===== config.mk =====
export PLATFORM = sky130hd
export DESIGN_NAME = epoch_to_calendar_time
export DESIGN_NICKNAME = d
export VERILOG_FILES = /design/src/hdl/e2c_pkg.sv /design/src/hdl/e2c_front.sv /design/src/hdl/e2c_queue.sv /design/src/hdl/e2c_back.sv /design/src/hdl/epoch_to_calendar_time.sv
export SDC_FILE = /design/constraint.sdc
export NUM_CORES = 2
export LEC_CHECK = 0
export ABC_AREA = 1
export CAP_MARGIN = 5
export CORE_MARGIN = 3
export CORE_UTILIZATION = 49
export DETAILED_ROUTE_END_ITERATION = 10
export DONT_BUFFER_PORTS = 1
export PLACE_DENSITY = 0.67
export SYNTH_ARGS = -nofsm -noshare
export SYNTH_HDL_FRONTEND = slang
export SYNTH_SLANG_ARGS = --single-unit
export TNS_END_PERCENT = 5

===== constraint.sdc =====
create_clock -name clock -period 19.3 [get_ports clock]
set_clock_uncertainty 0.05 [all_clocks]
set_input_delay 1.93 -clock clock [delete_from_list [all_inputs] [get_ports clock]]
set_output_delay 1.93 -clock clock [all_outputs]
set_load 0.1 [all_outputs]

===== src/hdl/e2c_pkg.sv =====
`default_nettype none
package e2c_pkg;

   // Timestamp bits taken from the input word.
   localparam int TIME_BITS = 34;
   localparam int ZONE_W    = 17;

   // Adjusted time is non-negative and below 2^(TIME_BITS+1).
   localparam int ADJ_W  = TIME_BITS + 1;
   localparam int SADJ_W = TIME_BITS + 2;

   localparam int SECS_PER_DAY  = 86400;
   localparam int DAYS_PER_400Y = 146097;
   localparam int SECS_PER_HOUR = 3600;
   localparam int SECS_PER_MIN  = 60;
   localparam int DST_SECS      = 3600;
   localparam int EPOCH_YEAR    = 1970;
   localparam int YEAR_BASE     = 1900;
   localparam int EPOCH_WEEKDAY = 4;

   localparam int REM_W = $clog2(2 * SECS_PER_DAY);

   localparam longint MAX_DAYS   = ((64'd1 << ADJ_W) - 64'd1) / 64'd86400;
   localparam int     DAYS_RAW_W = $clog2(MAX_DAYS + 64'd1);
   localparam int     DAYS_W     = (DAYS_RAW_W > 18) ? DAYS_RAW_W : 18;
   localparam int     YEAR_W     =
      $clog2(64'd1970 + 64'd400 * (MAX_DAYS / 64'd146097) + 64'd400);

   // The day length is 675 times 128: the low seven bits of the time go straight into the
   // remainder and the rest is divided by 675 with a reciprocal multiply.
   localparam int DAY_SHIFT   = 7;
   localparam int DAY_ODD     = 675;
   localparam int ODD_W       = $clog2(DAY_ODD);
   localparam int QUOT_W      = ADJ_W - DAY_SHIFT;
   localparam int RECIP_SHIFT = QUOT_W + ODD_W;
   localparam int RECIP_W     = RECIP_SHIFT - ODD_W + 1;
   localparam int PROD_W      = QUOT_W + RECIP_W;
   localparam logic [RECIP_W-1:0] RECIP_DAY =
      RECIP_W'((64'd1 << RECIP_SHIFT) / 64'd675);

   // Octal digits of the day count, summed for the weekday residue.
   localparam int WK_DIGITS = (DAYS_W + 2) / 3;
   localparam int WK_PAD_W  = 3 * WK_DIGITS;

   localparam int QUEUE_DEPTH = 2;
   localparam int PTR_W       = (QUEUE_DEPTH > 1) ? $clog2(QUEUE_DEPTH) : 1;
   localparam int FILL_W      = $clog2(QUEUE_DEPTH + 1);

   typedef struct packed {
      logic [TIME_BITS-1:0] timestamp;
      logic                 dst_active;
   } req_type;

   typedef struct packed {
      logic [5:0] second;
      logic [5:0] minute;
      logic [4:0] hour;
      logic [2:0] weekday;
      logic [9:0] year_since_1900;
      logic [3:0] month;
      logic [4:0] day_of_month;
      logic [8:0] day_of_year;
      logic       dst_echo;
      logic       clamped;
   } rsp_type;

   // What the front end hands over for conversion.
   typedef struct packed {
      logic [ADJ_W-1:0] seconds;
      logic             dst;
      logic             clamped;
   } work_type;

   function automatic logic [4:0] month_len(input logic [3:0] mon);
      logic [4:0] len;
      unique case (mon)
         4'd1:                     len = 5'd28;
         4'd3, 4'd5, 4'd8, 4'd10:  len = 5'd30;
         default:                  len = 5'd31;
      endcase
      return len;
   endfunction

endpackage
`default_nettype wire


===== src/hdl/e2c_front.sv =====
`default_nettype none
module e2c_front
   import e2c_pkg::*;
(
   input  wire logic              clock,
   input  wire logic              reset,
   input  wire logic              csr_write_enable,
   input  wire logic [ZONE_W-1:0] csr_write_data,
   input  wire logic              req_valid,
   output logic                   req_stall,
   input  wire req_type           req_data,
   output logic                   push,
   input  wire logic              queue_full,
   output work_type               push_data
);

   logic signed [ZONE_W-1:0] zone_ff;
   logic signed [ZONE_W-1:0] zone_in;
   logic signed [SADJ_W-1:0] adj;

   always_comb begin
      zone_in = csr_write_enable ? signed'(csr_write_data) : zone_ff;
   end

   always_ff @(posedge clock) begin
      if (reset) begin
         zone_ff <= '0;
      end else begin
         zone_ff <= zone_in;
      end
   end

   always_comb begin
      adj = signed'({2'b00, req_data.timestamp}) - SADJ_W'(zone_ff)
            + (req_data.dst_active ? SADJ_W'(DST_SECS) : SADJ_W'(0));
      push_data.dst = req_data.dst_active;
      if (adj[SADJ_W-1]) begin
         push_data.seconds = '0;
         push_data.clamped = 1'b1;
      end else begin
         push_data.seconds = adj[ADJ_W-1:0];
         push_data.clamped = 1'b0;
      end
      req_stall = queue_full;
      push      = req_valid && !queue_full;
   end

endmodule
`default_nettype wire


===== src/hdl/e2c_queue.sv =====
`default_nettype none
module e2c_queue
   import e2c_pkg::*;
(
   input  wire logic     clock,
   input  wire logic     reset,
   input  wire logic     push,
   input  wire work_type push_data,
   output logic          full,
   input  wire logic     pop,
   output logic          not_empty,
   output work_type      pop_data
);

   work_type            store_ff [QUEUE_DEPTH];
   logic [PTR_W-1:0]    wr_ptr_ff, wr_ptr_in;
   logic [PTR_W-1:0]    rd_ptr_ff, rd_ptr_in;
   logic [FILL_W-1:0]   fill_ff, fill_in;
   logic                do_push, do_pop;

   always_comb begin
      full      = (fill_ff == FILL_W'(QUEUE_DEPTH));
      not_empty = (fill_ff != '0);
      do_push   = push && !full;
      do_pop    = pop && not_empty;
      pop_data  = store_ff[rd_ptr_ff];
      wr_ptr_in = wr_ptr_ff;
      rd_ptr_in = rd_ptr_ff;
      fill_in   = fill_ff;
      if (do_push) begin
         wr_ptr_in = (wr_ptr_ff == PTR_W'(QUEUE_DEPTH - 1)) ? '0 : wr_ptr_ff + 1'b1;
      end
      if (do_pop) begin
         rd_ptr_in = (rd_ptr_ff == PTR_W'(QUEUE_DEPTH - 1)) ? '0 : rd_ptr_ff + 1'b1;
      end
      if (do_push && !do_pop) begin
         fill_in = fill_ff + 1'b1;
      end else if (do_pop && !do_push) begin
         fill_in = fill_ff - 1'b1;
      end
   end

   always_ff @(posedge clock) begin
      if (reset) begin
         wr_ptr_ff <= '0;
         rd_ptr_ff <= '0;
         fill_ff   <= '0;
      end else begin
         wr_ptr_ff <= wr_ptr_in;
         rd_ptr_ff <= rd_ptr_in;
         fill_ff   <= fill_in;
      end
   end

   always_ff @(posedge clock) begin
      if (do_push) begin
         store_ff[wr_ptr_ff] <= push_data;
      end
   end

endmodule
`default_nettype wire


===== src/hdl/e2c_back.sv =====
`default_nettype none
module e2c_back
   import e2c_pkg::*;
(
   input  wire logic     clock,
   input  wire logic     reset,
   input  wire logic     not_empty,
   input  wire work_type pop_data,
   output logic          pop,
   output logic          rsp_valid,
   input  wire logic     rsp_stall,
   output rsp_type       rsp_data
);

   localparam logic [3:0] ST_IDLE  = 4'd0;
   localparam logic [3:0] ST_DIV   = 4'd1;
   localparam logic [3:0] ST_HOUR  = 4'd2;
   localparam logic [3:0] ST_MIN   = 4'd3;
   localparam logic [3:0] ST_CYC   = 4'd4;
   localparam logic [3:0] ST_YEAR  = 4'd5;
   localparam logic [3:0] ST_MON   = 4'd6;
   localparam logic [3:0] ST_DONE  = 4'd7;
   localparam logic [3:0] ST_FIX   = 4'd8;

   logic [3:0]        state_ff, state_in;
   logic [ADJ_W-1:0]  t_ff, t_in;
   logic [REM_W-1:0]  rem_ff, rem_in;
   logic [DAYS_W-1:0] days_ff, days_in;
   logic [2:0]        wk_ff, wk_in;
   logic [4:0]        hour_ff, hour_in;
   logic [5:0]        minute_ff, minute_in;
   logic [YEAR_W-1:0] year_ff, year_in;
   logic [6:0]        mod100_ff, mod100_in;
   logic [8:0]        mod400_ff, mod400_in;
   logic [8:0]        yday_ff, yday_in;
   logic [3:0]        mon_ff, mon_in;
   logic              dst_ff, dst_in;
   logic              clamped_ff, clamped_in;
   logic              rsp_valid_ff, rsp_valid_in;
   rsp_type           rsp_data_ff, rsp_data_in;

   logic [QUOT_W-1:0]   quot_src;
   logic [PROD_W-1:0]   product;
   logic [QUOT_W-1:0]   odd_rem;
   logic                odd_over;
   logic [QUOT_W-1:0]   odd_fix;
   logic [WK_PAD_W-1:0] days_pad;
   logic [7:0]          digit_sum;
   logic [3:0]          wk_fold;
   logic [2:0]          wk_mod;
   logic                leap;
   logic [8:0]          ylen;
   logic [4:0]          mlen;
   logic [2:0]          wk_sum;
   logic [YEAR_W-1:0]   year_rel;

   always_comb begin
      // Leap rule from the running residues: year mod 4 is the low two bits.
      leap = (year_ff[1:0] == 2'b00) && ((mod100_ff != '0) || (mod400_ff == '0));
      ylen = leap ? 9'd366 : 9'd365;
      mlen = month_len(mon_ff) + ((mon_ff == 4'd1 && leap) ? 5'd1 : 5'd0);

      // The reciprocal estimate of the day count is never high and at most one short.
      quot_src = t_ff[ADJ_W-1:DAY_SHIFT];
      product  = PROD_W'(quot_src) * PROD_W'(RECIP_DAY);
      odd_rem  = quot_src - QUOT_W'(days_ff) * QUOT_W'(DAY_ODD);
      odd_over = (odd_rem >= QUOT_W'(DAY_ODD));
      odd_fix  = odd_over ? odd_rem - QUOT_W'(DAY_ODD) : odd_rem;

      // Eight is one more than seven, so the octal digit sum keeps the residue mod 7.
      days_pad  = WK_PAD_W'(days_ff);
      digit_sum = '0;
      for (int i = 0; i < WK_DIGITS; i++) begin
         digit_sum = digit_sum + 8'(days_pad[3*i +: 3]);
      end
      wk_fold = {1'b0, digit_sum[5:3]} + {1'b0, digit_sum[2:0]};
      wk_mod  = (wk_fold >= 4'd14) ? 3'(wk_fold - 4'd14) :
                (wk_fold >= 4'd7)  ? 3'(wk_fold - 4'd7)  : wk_fold[2:0];

      wk_sum   = (wk_ff >= 3'd3) ? wk_ff - 3'd3 : wk_ff + 3'd4;
      year_rel = year_ff - YEAR_W'(YEAR_BASE);

      state_in     = state_ff;
      t_in         = t_ff;
      rem_in       = rem_ff;
      days_in      = days_ff;
      wk_in        = wk_ff;
      hour_in      = hour_ff;
      minute_in    = minute_ff;
      year_in      = year_ff;
      mod100_in    = mod100_ff;
      mod400_in    = mod400_ff;
      yday_in      = yday_ff;
      mon_in       = mon_ff;
      dst_in       = dst_ff;
      clamped_in   = clamped_ff;
      rsp_valid_in = rsp_valid_ff && rsp_stall;
      rsp_data_in  = rsp_data_ff;
      pop          = 1'b0;

      unique case (state_ff)
         ST_IDLE: begin
            if (not_empty) begin
               pop        = 1'b1;
               t_in       = pop_data.seconds;
               dst_in     = pop_data.dst;
               clamped_in = pop_data.clamped;
               rem_in     = '0;
               days_in    = '0;
               wk_in      = '0;
               hour_in    = '0;
               minute_in  = '0;
               year_in    = YEAR_W'(EPOCH_YEAR);
               mod100_in  = 7'(EPOCH_YEAR % 100);
               mod400_in  = 9'(EPOCH_YEAR % 400);
               mon_in     = '0;
               state_in   = ST_DIV;
            end
         end
         ST_DIV: begin
            days_in  = DAYS_W'(product >> RECIP_SHIFT);
            state_in = ST_FIX;
         end
         ST_FIX: begin
            days_in  = days_ff + DAYS_W'(odd_over);
            rem_in   = REM_W'({odd_fix[ODD_W-1:0], t_ff[DAY_SHIFT-1:0]});
            state_in = ST_HOUR;
         end
         ST_HOUR: begin
            wk_in = wk_mod;
            if (rem_ff >= REM_W'(SECS_PER_HOUR)) begin
               rem_in  = rem_ff - REM_W'(SECS_PER_HOUR);
               hour_in = hour_ff + 1'b1;
            end else begin
               state_in = ST_MIN;
            end
         end
         ST_MIN: begin
            if (rem_ff >= REM_W'(SECS_PER_MIN)) begin
               rem_in    = rem_ff - REM_W'(SECS_PER_MIN);
               minute_in = minute_ff + 1'b1;
            end else begin
               state_in = ST_CYC;
            end
         end
         ST_CYC: begin
            // A full 400-year cycle leaves every leap residue unchanged.
            if (days_ff >= DAYS_W'(DAYS_PER_400Y)) begin
               days_in = days_ff - DAYS_W'(DAYS_PER_400Y);
               year_in = year_ff + YEAR_W'(400);
            end else begin
               state_in = ST_YEAR;
            end
         end
         ST_YEAR: begin
            if (days_ff < DAYS_W'(ylen)) begin
               yday_in  = days_ff[8:0];
               state_in = ST_MON;
            end else begin
               days_in   = days_ff - DAYS_W'(ylen);
               year_in   = year_ff + 1'b1;
               mod100_in = (mod100_ff == 7'd99) ? '0 : mod100_ff + 1'b1;
               mod400_in = (mod400_ff == 9'd399) ? '0 : mod400_ff + 1'b1;
            end
         end
         ST_MON: begin
            if (days_ff < DAYS_W'(mlen) || mon_ff == 4'd11) begin
               state_in = ST_DONE;
            end else begin
               days_in = days_ff - DAYS_W'(mlen);
               mon_in  = mon_ff + 1'b1;
            end
         end
         ST_DONE: begin
            if (!rsp_valid_ff || !rsp_stall) begin
               rsp_valid_in                = 1'b1;
               rsp_data_in.second          = rem_ff[5:0];
               rsp_data_in.minute          = minute_ff;
               rsp_data_in.hour            = hour_ff;
               rsp_data_in.weekday         = wk_sum;
               rsp_data_in.year_since_1900 = year_rel[9:0];
               rsp_data_in.month           = mon_ff;
               rsp_data_in.day_of_month    = days_ff[4:0] + 5'd1;
               rsp_data_in.day_of_year     = yday_ff;
               rsp_data_in.dst_echo        = dst_ff;
               rsp_data_in.clamped         = clamped_ff;
               state_in                    = ST_IDLE;
            end
         end
         default: begin
            state_in = ST_IDLE;
         end
      endcase
   end

   always_ff @(posedge clock) begin
      if (reset) begin
         state_ff     <= ST_IDLE;
         rsp_valid_ff <= 1'b0;
      end else begin
         state_ff     <= state_in;
         rsp_valid_ff <= rsp_valid_in;
      end
   end

   always_ff @(posedge clock) begin
      t_ff        <= t_in;
      rem_ff      <= rem_in;
      days_ff     <= days_in;
      wk_ff       <= wk_in;
      hour_ff     <= hour_in;
      minute_ff   <= minute_in;
      year_ff     <= year_in;
      mod100_ff   <= mod100_in;
      mod400_ff   <= mod400_in;
      yday_ff     <= yday_in;
      mon_ff      <= mon_in;
      dst_ff      <= dst_in;
      clamped_ff  <= clamped_in;
      rsp_data_ff <= rsp_data_in;
   end

   assign rsp_valid = rsp_valid_ff;
   assign rsp_data  = rsp_data_ff;

endmodule
`default_nettype wire


===== src/hdl/epoch_to_calendar_time.sv =====
// Flow: the front end writes each word into the queue; the converter then divides by the
// day, walks hours, minutes, 400-year cycles, years and months, and registers the result.
// A new word is taken only after the last is converted; the year walk (up to 399 years) dominates.
// The front end keeps accepting while the queue (two words) has room.
// Synchronous active-high reset clears all control state and the zone offset register.
`default_nettype none
module epoch_to_calendar_time
   import e2c_pkg::*;
(
   input  wire logic              clock,
   input  wire logic              reset,
   input  wire logic              csr_write_enable,
   input  wire logic [ZONE_W-1:0] csr_write_data,
   input  wire logic              req_valid,
   output logic                   req_stall,
   input  wire req_type           req_data,
   output logic                   rsp_valid,
   input  wire logic              rsp_stall,
   output rsp_type                rsp_data
);

   logic     push;
   logic     queue_full;
   work_type push_data;
   logic     pop;
   logic     not_empty;
   work_type pop_data;

   e2c_front u_front (
      .clock            (clock),
      .reset            (reset),
      .csr_write_enable (csr_write_enable),
      .csr_write_data   (csr_write_data),
      .req_valid        (req_valid),
      .req_stall        (req_stall),
      .req_data         (req_data),
      .push             (push),
      .queue_full       (queue_full),
      .push_data        (push_data)
   );

   e2c_queue u_queue (
      .clock     (clock),
      .reset     (reset),
      .push      (push),
      .push_data (push_data),
      .full      (queue_full),
      .pop       (pop),
      .not_empty (not_empty),
      .pop_data  (pop_data)
   );

   e2c_back u_back (
      .clock     (clock),
      .reset     (reset),
      .not_empty (not_empty),
      .pop_data  (pop_data),
      .pop       (pop),
      .rsp_valid (rsp_valid),
      .rsp_stall (rsp_stall),
      .rsp_data  (rsp_data)
   );

endmodule
`default_nettype wire


[After elaboration in Yosys (flattened, before gate mapping)]
Memories as Yosys holds them, arrays and structs flattened. A register that Yosys moved wholly into a read port is not among the register bits.
Index checks and enable logic that the tools add are counted.
W data, S select, Z words.
Word-level totals
  flip-flop bits (word level): 168
  latch bits: 0
  RAM bits: 74
  ROM bits: 0
  input bits: 57
  logic and storage cells: 204
  memories kept: 1
Cells by class
  add/sub/neg operators: 35
  multipliers: 2
  div/mod/pow operators: 0
  $lt $le $gt $ge: 9
  eq/ne operators: 29
  shift operators: 0
  multiplexer cells: 60
  bitwise operators: 0
  reductions and logical operators: 42
Memories
  u_queue.store_ff: words 2, width 37, read ports 1, clocked after memory_dff 1, write ports 1, RTL line e2c_queue.sv:15  | work_type store_ff [QUEUE_DEPTH];
Operators by type and width (count)
  $pmux W19 S6: 1
  $mux W19: 4
  $pmux W18 S4: 1
  $mux W18: 3
  $mul A28 B24 Y52 const B: 1
  $mux W12: 4
  $add A36 B36 Y36: 1
  $mux W4: 9
  $pmux W12 S3: 1
  $pmux W4 S9: 1
  $sub A35 B17 Y36: 1
  $mux W35: 1
  $ge A28 B10 Y1 const B: 1
  $mul A19 B10 Y28 const B: 1
  $sub A28 B28 Y28: 1
  $mux W9: 3
  $add A6 B3 Y6: 4
  $mux W7: 3
  $eq A4 B3 Y1 const B: 5
  $sub A10 B10 Y10 const B: 2
  $add A19 B1 Y19: 1
  $ge A19 B18 Y1 const B: 1
  $lt A19 B5 Y1: 1
  $lt A19 B9 Y1: 1
  other kinds (64): 125

[Longest topological paths before layout]
  depth after elaboration: 11
  mapped depth: 39

[Cells and area by module]
Synthesis repeated with hierarchy kept, for this count alone.
Unflattened totals
  cell total of the unflattened synthesis: 4011
  area total of the unflattened synthesis: 33758.6 um^2
Modules (own cells, without submodules)
  e2c_back: times used 1, cells each 3234, area an instance 26686.8 um^2, seq. area each 5415.2 um^2
  e2c_front: times used 1, cells each 625, area an instance 4005.1 um^2, seq. area each 340.3 um^2
  e2c_queue: times used 1, cells each 152, area an instance 3066.7 um^2, seq. area each 2322.2 um^2

[Least setup slack after synthesis]
OpenSTA, ideal clock, no wires.
  kind: reg2reg
  from: register u_back.days_ff[1]
  to: register u_back.days_ff[16], data pin
  arrival time: 5.893 ns
  data required time: 18.986 ns
  setup slack: 13.093 ns
  cell stages (with the launch flop): 36
  path buffers: 0
  clock period less this slack: 6.207 ns
  cells stage by stage: edfxtp_1 > ha_1 > fa_1 > fa_1 > fa_1 > fa_1 > inv_1 > ha_1 > nand2_1 > inv_1 > nand2_1 > nand2_1 > inv_1 > nand3_2 > nand2_1 > nand2_1 > nor2_1 > nand3_1 > or2_0 > nor4_1 > nand4_1 > ha_1 > ha_1 > nand2_1 > nor2_1 > nand2_1 > nor2_1 > inv_1 > nor2_1 > nand3_1 > nor2_1 > nand2_1 > a21oi_1 > o21ai_0 > and3_1 > nand3_1
Between the ends
  cells in the longest elaborated chain, start to end: 5
  elaborated cells on any way between the ends: 11
  those cells by class: add/sub (5); mul (1); order compare (1); mux (4)
Ends and longest elaborated chain
  start, declared: RTL line e2c_back.sv:28  | logic [DAYS_W-1:0] days_ff, days_in;
  start signal, assigned: RTL line e2c_back.sv:209  | days_ff <= days_in;
  $mul A19 B10 Y28: RTL line e2c_back.sv:66  | odd_rem = quot_src - QUOT_W'(days_ff) * QUOT_W'(DAY_ODD);
  $sub A28 B28 Y28: RTL line e2c_back.sv:66
  $ge A28 B10 Y1: RTL line e2c_back.sv:67  | odd_over = (odd_rem >= QUOT_W'(DAY_ODD));
  $add A19 B1 Y19: RTL line e2c_back.sv:125  | days_in = days_ff + DAYS_W'(odd_over);
  $pmux W19 S6 (*): RTL line e2c_back.sv:101  | unique case (state_ff)
  via u_back.days_in[16]: RTL line e2c_back.sv:28
Mark *: on every way through the listed nets, which the timed path passes. The rest lies on a longest branch. The select of a mux whose other input is x is not followed.
A chain may end at the register's enable or synchronous reset.

[Final worst setup path]
  from: register u_back.days_ff[9]
  to: register u_back.days_ff[14], data pin
The elaborated chain is that of the path after synthesis.

==> flow_summary.toml <==
[finish]
n_antenna_cell = 0
area.growth.synth_to_final_pct = 6.30
layout-drive-gt1-share = 0.0330
fillCellCount = 6276
layout.nets = 4830

[global_routing]
overflow = 0
global_route.usage.met3 = 0.0304
groute.layer.met2.usage = 0.412
pin_count_of_the_biggest_net_entering_global_routing = 43
busiest_layer = "met2"
first_global_vias = 25900
grt.total_usage = 0.252
grt_first_pass_wirelength_mm = 140
number_of_antenna_violations_at_the_first_check_in_global_routing = 0
gr-usage-met1 = 0.358

[cts]
clkTransAtPathRegs_ns = 0.08
buffer_count_from_post_cts_setup_fixing = 0
worst_skew_pair.late_latency_ns = 0.59
cts_resized = 0
cts_tree = "built"
htree_levels = 1
cts_num_sinks = 277
ctsRootBufferMaster = "sky130_fd_sc_hd__clkbuf_16"
numCtsBuffers = 28
hold_buffers = 0
cts-root-to-sink-buffers = 3

[sta]
fin_setup_tns_ns = 0
grt_setup_unrepaired = "no"
pins_over_their_slew_limit = 0
remaining_max_slew_budget_at_the_tightest_pin = 0.205
report.final.setup_viol = 0
final.period_utilization = 0.389
final_period_minus_worst_setup_slack_ns = 7.51
report.final.hold_viol_count = 0
slew_worst_pin_ns = 1.19
fmax_ghz = 0.133

[critical_path]
worst_path_largest_cell_delay_ns = 0.98
critPathCapture = "u_back.days_ff[14]"
depth_of_the_worst_register_to_register_path = 32
reg2reg_from = "u_back.days_ff[9]"
critical_path_class = "reg2reg"
worst_path_required_time_ns = 19.56
crit_arrival_ns = 7.78
timing.rr.end = "u_back.days_ff[14]"
slowest_stage_cell_cp = "sky130_fd_sc_hd__edfxtp_1"
worst_path_most_repeated_cell = "sky130_fd_sc_hd__nand2_1"
critPathLaunch = "u_back.days_ff[9]"
worst-path-max-fanout = 19
critical_path.endpoint_type = "flop"
crit_path_start_kind = "flop"
r2r_slack_ns = 11.79

[synth]
postSynthNetCount = 4828
mapped_area_um2 = 33000
yosysSeqAreaShare = 0.244
synthDistinctLibCells = 59
synth.top_cell.area_share = 0.229
post_synth.cell_area_avg_um2 = 8.30
synth-seq-cells = 277
synthesis.yosys.warnings = 0
synth_top_cells_by_area = "sky130_fd_sc_hd__edfxtp_1, sky130_fd_sc_hd__ha_1, sky130_fd_sc_hd__fa_1, sky130_fd_sc_hd__inv_1, sky130_fd_sc_hd__nand2_1"
synth-edff-count = 251
ys_dominant_reg_cell = "sky130_fd_sc_hd__edfxtp_1"
dominant_cell_type_by_area_after_synthesis = "sky130_fd_sc_hd__edfxtp_1"
synth-async-reset-ratio = 0
syn-instance-count = 3974

[floorplanning]
num_rows = 94
initial_core_utilization = 0.498
io_pins = 109
dieArea_um2 = 70500
floorplan.die.height_um = 265
die-width_um = 265
core_area_um2 = 66200

[route]
avgRoutedWirePerCell_um = 18.1
drt-total-wl_mm = 87.9
drt.antenna.violating_nets = 0
first_iter_violations = 1821
vias = 26200
detail_route.first_pass.iterations = 7
routed_vias_inst = 5.38
final_routed_drc_violation_total = 0

[placement]
gp_congestion = 1.01
port_buf_inserts = 0
dp.final_hpwl_mm = 70.9

[status]
outcome = "completed"

[worst_hold_path]
hold_path_class = "reg2reg"

[job]
drv.max_cap_violation_count = 0
worst min-delay path by stage:
stage / start / cells past startpoint / slack (ns) / end
finish: u_back.dst_ff / 0 / 0.37 / u_back.rsp_data[1]
global route: u_back.dst_ff / 0 / 0.39 / u_back.rsp_data[1]
CTS: u_back.dst_ff / 0 / 0.37 / u_back.rsp_data[1]
detailed placement: u_back.dst_ff / 0 / 0.36 / u_back.rsp_data[1]
global placement: u_back.clamped_ff / 0 / 0.35 / u_back.rsp_data[0]
floorplan: u_back.clamped_ff / 0 / 0.35 / u_back.rsp_data[0]
registers in the layout, indices dropped and copies added (netlist names), 2 cells and up:
register	flops
u_back.minute_ff	6
u_back.yday_ff	9
u_back.t_ff	35
u_queue.fill_ff	2
u_back.mod100_ff	7
u_back.rsp_data	50
u_back.days_ff	19
u_front.zone_ff	17
u_queue.store_ff	74
u_back.hour_ff	5
u_back.rem_ff	18
u_back.state_ff	4
u_back.mod400_ff	9
u_back.mon_ff	4
u_back.wk_ff	3
u_back.year_ff	10
cells in the final DEF (no fill, tap or decap), drive strengths merged, types with 13 or more instances in the layout:
cell type	count
ha	535
edfxtp	251
dfxtp	26
buf	22
clkinv	14
nor3	50
nand3	159
a21oi	212
o21bai	13
nand2	737
xnor2	39
nand4	43
o211ai	14
or2	14
xor2	50
nand3b	15
fa	262
clkbuf	41
nor2	373
o21ai	198
inv	810
a31oi	29
worst max-delay path, delay by kind of cell (launching register included):
kind | cells | cell delay (ns)
buffers and inverters | 3 | 0.16
AO/OA/AOI/OAI | 3 | 0.42
adder cells (fa/ha/maj) | 8 | 3.28
AND/OR/NAND/NOR | 18 | 2.32
flip-flops | 1 | 0.98
layer usage:
layer	vias up	part of all wire	wire length (µm)
li1	12900	-	-
met1	12400	0.45	39700
met2	759	0.46	40200
met3	111	0.065	5740
met4	0	0.026	2240
met5	-	0	0
cells in the mapped netlist, types with 5 or more instances:
master and instances:
sky130_fd_sc_hd__a21o_1 11, sky130_fd_sc_hd__a21oi_1 212, sky130_fd_sc_hd__a221oi_1 9, sky130_fd_sc_hd__a31oi_1 29, sky130_fd_sc_hd__buf_2 6, sky130_fd_sc_hd__buf_4 5
sky130_fd_sc_hd__clkbuf_1 38, sky130_fd_sc_hd__clkinv_1 9, sky130_fd_sc_hd__dfxtp_1 26, sky130_fd_sc_hd__edfxtp_1 251, sky130_fd_sc_hd__fa_1 262, sky130_fd_sc_hd__ha_1 535
sky130_fd_sc_hd__inv_1 796, sky130_fd_sc_hd__inv_2 14, sky130_fd_sc_hd__nand2_1 728, sky130_fd_sc_hd__nand2_2 9, sky130_fd_sc_hd__nand3_1 154, sky130_fd_sc_hd__nand3b_1 15
sky130_fd_sc_hd__nand4_1 43, sky130_fd_sc_hd__nor2_1 359, sky130_fd_sc_hd__nor2_2 9, sky130_fd_sc_hd__nor3_1 49, sky130_fd_sc_hd__nor4_1 11, sky130_fd_sc_hd__o2111ai_1 5
sky130_fd_sc_hd__o211ai_1 14, sky130_fd_sc_hd__o21a_1 5, sky130_fd_sc_hd__o21ai_0 195, sky130_fd_sc_hd__o21bai_1 13, sky130_fd_sc_hd__o221ai_1 5, sky130_fd_sc_hd__o22ai_1 6
sky130_fd_sc_hd__o31ai_1 6, sky130_fd_sc_hd__or2_2 13, sky130_fd_sc_hd__xnor2_1 39, sky130_fd_sc_hd__xor2_1 48
layout make-up:
cell class,count,area [µm²],share of cell area
tap,864,1080,0.0308
clock buffer,41,790,0.0225
inverter,819,3070,0.0877
timing repair buffer,22,165,0.00471
sequential,277,8060,0.230
clock inverter,11,208,0.00592
multi-input combinational,2828,21700,0.619
kinds of logic (layout without fill, tap and decap cells):
kind of cell | after synthesis | count (layout) | share of synthesized area
compound gates | 531 | 531 | 0.0897
xor+xnor | 89 | 89 | 0.0241
mux | 1 | 1 | 0.000341
buf+inv | 869 | 893 | 0.0997
simple gates | 1410 | 1410 | 0.180
fa+ha+maj | 797 | 797 | 0.362
flops | 277 | 277 | 0.244
through the flow:
| stage | std cells | cell area, µm² | setup WS (ns) | hold WS, ns | util |
|---|---|---|---|---|---|
| floorplan | 3974 | 33000 | 13.09 | 0.350 | - |
| global placement | 4810 | 34100 | 11.96 | 0.355 | 0.514 |
| detailed placement | 4810 | 34100 | 11.90 | 0.360 | 0.514 |
| CTS | 4862 | 35100 | 11.87 | 0.375 | 0.530 |
| global route | 4862 | 35100 | 11.24 | 0.387 | 0.530 |
| finish | 4862 | 35100 | 11.79 | 0.372 | 0.530 |
Power is not shown: default switching activity piles up to over one toggle a cycle in this logic, so the estimate is an artifact.
